--- src/design/ogcc_pkg.sv ---
// Package for the occupancy grid collision check block.
// Holds shared widths, register indexes, outcome codes and divider port types.
// No dependencies.
`timescale 1ns / 1ps

package ogcc_pkg;

    // Default geometry and search settings.
    localparam int MAX_COLS_DEF      = 128;
    localparam int MAX_ROWS_DEF      = 128;
    localparam int SEARCH_RADIUS_DEF = 2;

    // Field widths of the stream payloads and the register port.
    localparam int PT_W      = 21;
    localparam int ID_W      = 15;
    localparam int IN_DATA_W = 64;
    localparam int OUT_W     = 2;
    localparam int OUT_DATA_W = 8;
    localparam int APB_AW    = 5;
    localparam int APB_DW    = 32;

    // Integer pixel part of a coordinate and the cell size, as seen by the divider.
    localparam int DVD_W = 12;
    localparam int DVS_W = 8;

    // Register indexes on the configuration port.
    localparam logic [2:0] REG_CELL_SIZE    = 3'd0;
    localparam logic [2:0] REG_GRID_COLS    = 3'd1;
    localparam logic [2:0] REG_GRID_ROWS    = 3'd2;
    localparam logic [2:0] REG_FIELD_WIDTH  = 3'd3;
    localparam logic [2:0] REG_FIELD_HEIGHT = 3'd4;

    // Reset values of the registers.
    localparam logic [7:0]  CELL_SIZE_RST    = 8'd10;
    localparam logic [7:0]  GRID_COLS_RST    = 8'd128;
    localparam logic [7:0]  GRID_ROWS_RST    = 8'd128;
    localparam logic [11:0] FIELD_WIDTH_RST  = 12'd1024;
    localparam logic [11:0] FIELD_HEIGHT_RST = 12'd1024;

    // Outcome codes.
    localparam logic [OUT_W-1:0] OUTC_FREE   = 2'd0;
    localparam logic [OUT_W-1:0] OUTC_BORDER = 2'd1;
    localparam logic [OUT_W-1:0] OUTC_NEAR   = 2'd2;

    // Request to the shared divider.
    typedef struct packed {
        logic             start;
        logic [DVD_W-1:0] dividend;
        logic [DVS_W-1:0] divisor;
    } t_div_req;

    // Response of the shared divider.
    typedef struct packed {
        logic             done;
        logic [DVD_W-1:0] quotient;
    } t_div_rsp;

endpackage

--- src/design/ogcc_div.sv ---
// Restoring divider that produces one quotient bit per cycle.
// Shared by the x and y cell computations; depends on ogcc_pkg.
`timescale 1ns / 1ps

module ogcc_div (
    input  logic              i_clk,
    input  logic              i_rst_n,
    input  ogcc_pkg::t_div_req i_req,
    output ogcc_pkg::t_div_rsp o_rsp
);
    import ogcc_pkg::*;

    localparam int CW = $clog2(DVD_W);

    logic             r_busy;
    logic [CW-1:0]    r_cnt;
    logic [DVS_W-1:0] r_rem;
    logic [DVD_W-1:0] r_q;
    logic [DVS_W-1:0] r_dvs;
    logic             r_done;

    logic [DVS_W:0]   trial;
    logic             ge;
    logic [DVS_W:0]   diff;
    logic [DVS_W-1:0] n_rem;

    // One trial subtraction per cycle.
    always_comb begin
        trial = {r_rem, r_q[DVD_W-1]};
        ge    = (trial >= {1'b0, r_dvs});
        diff  = trial - {1'b0, r_dvs};
        n_rem = ge ? diff[DVS_W-1:0] : trial[DVS_W-1:0];
    end

    // Iteration control and the quotient shift register.
    always_ff @(posedge i_clk) begin
        if (!i_rst_n) begin
            r_busy <= 1'b0;
            r_done <= 1'b0;
            r_cnt  <= '0;
        end else begin
            r_done <= 1'b0;
            if (i_req.start) begin
                r_busy <= 1'b1;
                r_cnt  <= '0;
                r_rem  <= '0;
                r_q    <= i_req.dividend;
                r_dvs  <= i_req.divisor;
            end else if (r_busy) begin
                r_rem <= n_rem;
                r_q   <= {r_q[DVD_W-2:0], ge};
                r_cnt <= r_cnt + 1'b1;
                if (r_cnt == CW'(DVD_W - 1)) begin
                    r_busy <= 1'b0;
                    r_done <= 1'b1;
                end
            end
        end
    end

    assign o_rsp.done     = r_done;
    assign o_rsp.quotient = r_q;

endmodule

--- config.mk ---
export PLATFORM = sky130hd
export DESIGN_NAME = ogcc_div
export DESIGN_NICKNAME = d
export VERILOG_FILES = /design/src/design/ogcc_pkg.sv /design/src/design/ogcc_div.sv
export SDC_FILE = /design/constraint.sdc
export NUM_CORES = 1
export LEC_CHECK = 0
export BUFFER_PORTS_ARGS = -buffer_cell sky130_fd_sc_hd__buf_2
export CELL_PAD_IN_SITES_DETAIL_PLACEMENT = 1
export CELL_PAD_IN_SITES_GLOBAL_PLACEMENT = 2
export CORE_ASPECT_RATIO = 1.2
export CORE_MARGIN = 4
export CORE_UTILIZATION = 35
export DETAILED_ROUTE_END_ITERATION = 7
export PLACE_DENSITY_LB_ADDON = 0.1
export SLEW_MARGIN = 20
export SYNTH_ARGS = -nofsm -noshare
export SYNTH_HDL_FRONTEND = slang
export SYNTH_SLANG_ARGS = --single-unit
--- constraint.sdc ---
create_clock -name i_clk -period 2.7 [get_ports i_clk]
set_input_delay 0.135 -clock i_clk [delete_from_list [all_inputs] [get_ports i_clk]]
set_output_delay 0.135 -clock i_clk [all_outputs]
set_load 0.02 [all_outputs]
==> flow_results.xml <==
<?xml version="1.0" encoding="UTF-8"?>
<metrics>
  <group name="status">
    <metric name="status" unit="">complete, no violations</metric>
  </group>
  <group name="setup_path">
    <metric name="ff2ff_setup_slack" unit="ns">0.54</metric>
    <metric name="crit_path_end_kind" unit="">register</metric>
    <metric name="crit_fanout" unit="">3</metric>
    <metric name="crit_type" unit="">reg -&gt; reg</metric>
    <metric name="crit_path_start_kind" unit="">register</metric>
    <metric name="crit-reg2reg-capture" unit="">r_rem[6]</metric>
    <metric name="crit_required" unit="ns">2.83</metric>
    <metric name="worst_ep_arrival_time" unit="ns">2.28</metric>
    <metric name="r2r_startpoint" unit="">r_q[11]</metric>
    <metric name="worstRegToRegCells" unit="">8</metric>
  </group>
  <group name="synth">
    <metric name="syn-cell-area" unit="sq um">1780</metric>
    <metric name="synth_largest_area_cell" unit="">sky130_fd_sc_hd__edfxtp_1</metric>
    <metric name="share_of_flip_flops_with_an_asynchronous_set_or_reset_after_synthesis" unit="%">0</metric>
    <metric name="syn_inst" unit="">140</metric>
    <metric name="post-synth-top-area-fraction" unit="%">47.2</metric>
    <metric name="most_frequently_used_flop_master_after_synthesis" unit="">sky130_fd_sc_hd__edfxtp_1</metric>
    <metric name="top_area_cells_in_the_synthesized_netlist" unit="">sky130_fd_sc_hd__edfxtp_1 47%, sky130_fd_sc_hd__mux2_2 7.6%, sky130_fd_sc_hd__dfxtp_1 6.7%, sky130_fd_sc_hd__ha_1 6.3%, sky130_fd_sc_hd__inv_1 2.3%</metric>
    <metric name="avgSynthCellArea" unit="sq um">12.7</metric>
    <metric name="synth.net_count" unit="">173</metric>
    <metric name="synth-seq-cells" unit="">34</metric>
    <metric name="synth_cell_types" unit="">43</metric>
    <metric name="synth_warnings" unit="">0</metric>
    <metric name="seq_area_frac_synth" unit="%">53.9</metric>
    <metric name="synth-edff-count" unit="">28</metric>
  </group>
  <group name="detailed_routing">
    <metric name="via_count" unit="">1248</metric>
    <metric name="routedWlPerCell" unit="um">16.2</metric>
    <metric name="drc_errors" unit="">0</metric>
    <metric name="drtIter0Drc" unit="">72</metric>
    <metric name="drt_wl_total" unit="um">3900</metric>
    <metric name="final_antenna_violating_net_count" unit="">0</metric>
    <metric name="drt_first_pass_iters" unit="">4</metric>
    <metric name="detail_route.vias_per_cell" unit="">5.18</metric>
  </group>
  <group name="grt">
    <metric name="first_pass_grt_wire_length" unit="um">6660</metric>
    <metric name="globalRouteOverflowTotal" unit="">0</metric>
    <metric name="grt_max_degree" unit="">23</metric>
    <metric name="track_usage" unit="%">13.9</metric>
    <metric name="antenna_found_initial" unit="">0</metric>
    <metric name="first_global_vias" unit="">1377</metric>
  </group>
  <group name="die">
    <metric name="die_h" unit="um">86.2</metric>
    <metric name="io_pins" unit="">36</metric>
    <metric name="site_row_count" unit="">28</metric>
    <metric name="placeableCoreArea" unit="sq um">4940</metric>
    <metric name="design.die.area" unit="sq um">6300</metric>
    <metric name="initial_utilization" unit="%">36.1</metric>
    <metric name="die_wd" unit="um">73.1</metric>
  </group>
  <group name="min_path">
    <metric name="worstHoldPathType" unit="">in -&gt; reg</metric>
    <metric name="timing.hold.worst_endpoint" unit="">r_dvs[0]</metric>
    <metric name="min-delay-start" unit="">i_req[0]</metric>
    <metric name="holdPathStages" unit="">1</metric>
  </group>
  <group name="placement">
    <metric name="pre_cts_slack" unit="ns">0.559</metric>
    <metric name="place.gp.congestion" unit="">0.830</metric>
    <metric name="buffers_on_ports" unit="">35</metric>
    <metric name="dpl.hpwl" unit="um">3020</metric>
  </group>
  <group name="power_and_ir_drop">
    <metric name="power" unit="uW">1250</metric>
    <metric name="peakVddDrop" unit="mV">0.262</metric>
    <metric name="pwr_density_cell" unit="nW/um^2">594</metric>
    <metric name="power.leakage" unit="uW">0.000836</metric>
  </group>
  <group name="cts">
    <metric name="cts.root.buffer_cell" unit="">sky130_fd_sc_hd__clkbuf_8</metric>
    <metric name="cts_tree" unit="">yes</metric>
    <metric name="clk_path_buf_depth" unit="">2</metric>
    <metric name="worst_skew_pair.late_latency" unit="ns">0.28</metric>
    <metric name="post_cts_hold_buffer_count" unit="">0</metric>
    <metric name="post-cts-setup-buffer-count" unit="">0</metric>
    <metric name="cts_max_level" unit="">2</metric>
    <metric name="clk_pin_slew_worst_paths" unit="ns">0.07</metric>
    <metric name="number_of_buffers_added_by_the_clock_tree_synthesis_step" unit="">5</metric>
    <metric name="cts_sinks" unit="">34</metric>
    <metric name="post_cts_resized" unit="">0</metric>
  </group>
  <group name="timing">
    <metric name="min_period_over_period" unit="%">79.8</metric>
    <metric name="max_freq" unit="GHz">0.464</metric>
    <metric name="hold_fails_final_rpt" unit="">0</metric>
    <metric name="final_critical_path_setup_slack" unit="ns">0.545</metric>
    <metric name="timing.max_slew.rel_slack" unit="%">45.7</metric>
    <metric name="timing.setup.tns" unit="ns">0</metric>
    <metric name="setup-violations-final" unit="">0</metric>
    <metric name="finClkSkew" unit="ns">0.00436</metric>
    <metric name="slew_violations" unit="">0</metric>
    <metric name="actual_slew_at_the_worst_max_slew_pin" unit="ns">0.814</metric>
    <metric name="period_minus_slack" unit="ns">2.16</metric>
    <metric name="rsz0062_at_grt" unit="">false</metric>
  </group>
  <group name="finish">
    <metric name="number_of_diodes_added_for_antenna_fixing" unit="">0</metric>
    <metric name="drive_above_1_share" unit="%">35.9</metric>
    <metric name="synthToLayoutAreaGrowth" unit="%">18.2</metric>
    <metric name="multi_input_area" unit="sq um">764</metric>
    <metric name="seq_area" unit="sq um">961</metric>
    <metric name="layout.nets" unit="">213</metric>
    <metric name="layout.filler_cells" unit="">527</metric>
  </group>
  <group name="flow_run">
    <metric name="maxCapViolCount" unit="">0</metric>
  </group>
</metrics>
cell usage in the layout, fill, tap and decap left out, types with 2 or more instances in the layout:
| cell | count |
|---|---|
| sky130_fd_sc_hd__nor3_1 | 3 |
| sky130_fd_sc_hd__mux2_2 | 12 |
| sky130_fd_sc_hd__or3_1 | 2 |
| sky130_fd_sc_hd__o22ai_1 | 2 |
| sky130_fd_sc_hd__nor2b_1 | 3 |
| sky130_fd_sc_hd__ha_1 | 9 |
| sky130_fd_sc_hd__o21a_1 | 2 |
| sky130_fd_sc_hd__dfxtp_1 | 6 |
| sky130_fd_sc_hd__a21oi_1 | 7 |
| sky130_fd_sc_hd__nand2_1 | 3 |
| sky130_fd_sc_hd__inv_1 | 11 |
| sky130_fd_sc_hd__o21ai_0 | 6 |
| sky130_fd_sc_hd__o211ai_1 | 2 |
| sky130_fd_sc_hd__a21o_1 | 2 |
| sky130_fd_sc_hd__a31oi_1 | 2 |
| sky130_fd_sc_hd__clkbuf_8 | 5 |
| sky130_fd_sc_hd__xnor2_1 | 2 |
| sky130_fd_sc_hd__nor2_1 | 6 |
| sky130_fd_sc_hd__xor2_1 | 2 |
| sky130_fd_sc_hd__nand3_1 | 6 |
| sky130_fd_sc_hd__edfxtp_1 | 28 |
| sky130_fd_sc_hd__buf_2 | 35 |
| sky130_fd_sc_hd__a211oi_1 | 2 |
worst max-delay path, stage by stage, from the launching register on:
cell and delay [ns]:
sky130_fd_sc_hd__edfxtp_1 0.38, sky130_fd_sc_hd__inv_1 0.05, sky130_fd_sc_hd__ha_1 0.22, sky130_fd_sc_hd__fa_1 0.41, sky130_fd_sc_hd__nor2b_1 0.17, sky130_fd_sc_hd__o31a_1 0.18
sky130_fd_sc_hd__o22ai_1 0.11, sky130_fd_sc_hd__or3_1 0.31, sky130_fd_sc_hd__a31oi_1 0.18
state kept, by name, indices dropped and copies added (netlist names):
register,cells
r_rem,8
r_cnt,4
r_busy,1
r_dvs,8
r_q,12
r_done,1
worst max-delay path by stage:
stage	startpoint	end	slack, ns	depth (start not counted)
detailed placement	r_q[11]	r_rem[6]	0.56	8
CTS	r_q[11]	r_rem[6]	0.53	8
global placement	r_q[11]	r_rem[6]	0.60	8
floorplan	r_q[11]	r_rem[6]	0.62	8
finish	r_q[11]	r_rem[6]	0.54	8
global route	r_q[11]	r_rem[6]	0.39	8
area by class of cell:
type	count	area share, %
repair buffers	36	8.67
clock buffers	6	3.45
flip-flops and latches	34	45.6
clock inverters	2	0.416
multi-input cells	92	36.3
inverters	11	1.96
well taps	60	3.57
synth_stat cells, types with 3 or more instances:
cell                       instances
sky130_fd_sc_hd__a21oi_1           7
sky130_fd_sc_hd__dfxtp_1           6
sky130_fd_sc_hd__edfxtp_1         28
sky130_fd_sc_hd__ha_1              9
sky130_fd_sc_hd__inv_1            11
sky130_fd_sc_hd__mux2_2           12
sky130_fd_sc_hd__nand2_1           3
sky130_fd_sc_hd__nand3_1           6
sky130_fd_sc_hd__nor2_1            6
sky130_fd_sc_hd__nor2b_1           3
sky130_fd_sc_hd__nor3_1            3
sky130_fd_sc_hd__o21ai_0           6
metrics by stage:
| step | hold WS, ns | std cells | area, sq um | utilization [%] |
|---|---|---|---|---|
| after floorplan | 0.234 | 140 | 1780 | - |
| after global placement | 0.313 | 233 | 2020 | 41.0 |
| after detailed placement | 0.317 | 233 | 2020 | 41.0 |
| after CTS | 0.0167 | 241 | 2110 | 42.6 |
| after global routing | 0.0131 | 241 | 2110 | 42.6 |
| final | 0.0292 | 241 | 2110 | 42.6 |
layer usage:
metal  global-route usage, %  vias up  wire [um]
met5                       0        -          0
met4                    5.87        0         71
li1                        -      608          -
met2                    22.8       27       1950
met1                    16.7      606       1680
met3                    4.22        7        205
where the power goes:
group	switching [uW]	total, uW	internal (uW)
logic	152	266	114
registers	19.4	632	613
clock network	176	353	177
total	347	1250	905
kinds of logic (layout without fill, tap and decap cells):
group / count (synthesis) / after routing / share of synthesized area (%)
muxes: 13 / 13 / 8.15
DFF: 34 / 34 / 53.9
xor gates and xnor gates: 4 / 4 / 1.97
AOI/OAI and AO/OA: 32 / 32 / 14.2
and+or+nand+nor: 33 / 33 / 11.2
buffers and inverters: 14 / 55 / 3.16
adders and majority gates: 10 / 10 / 7.44
Note: power is estimated with default switching activity, not from simulation.
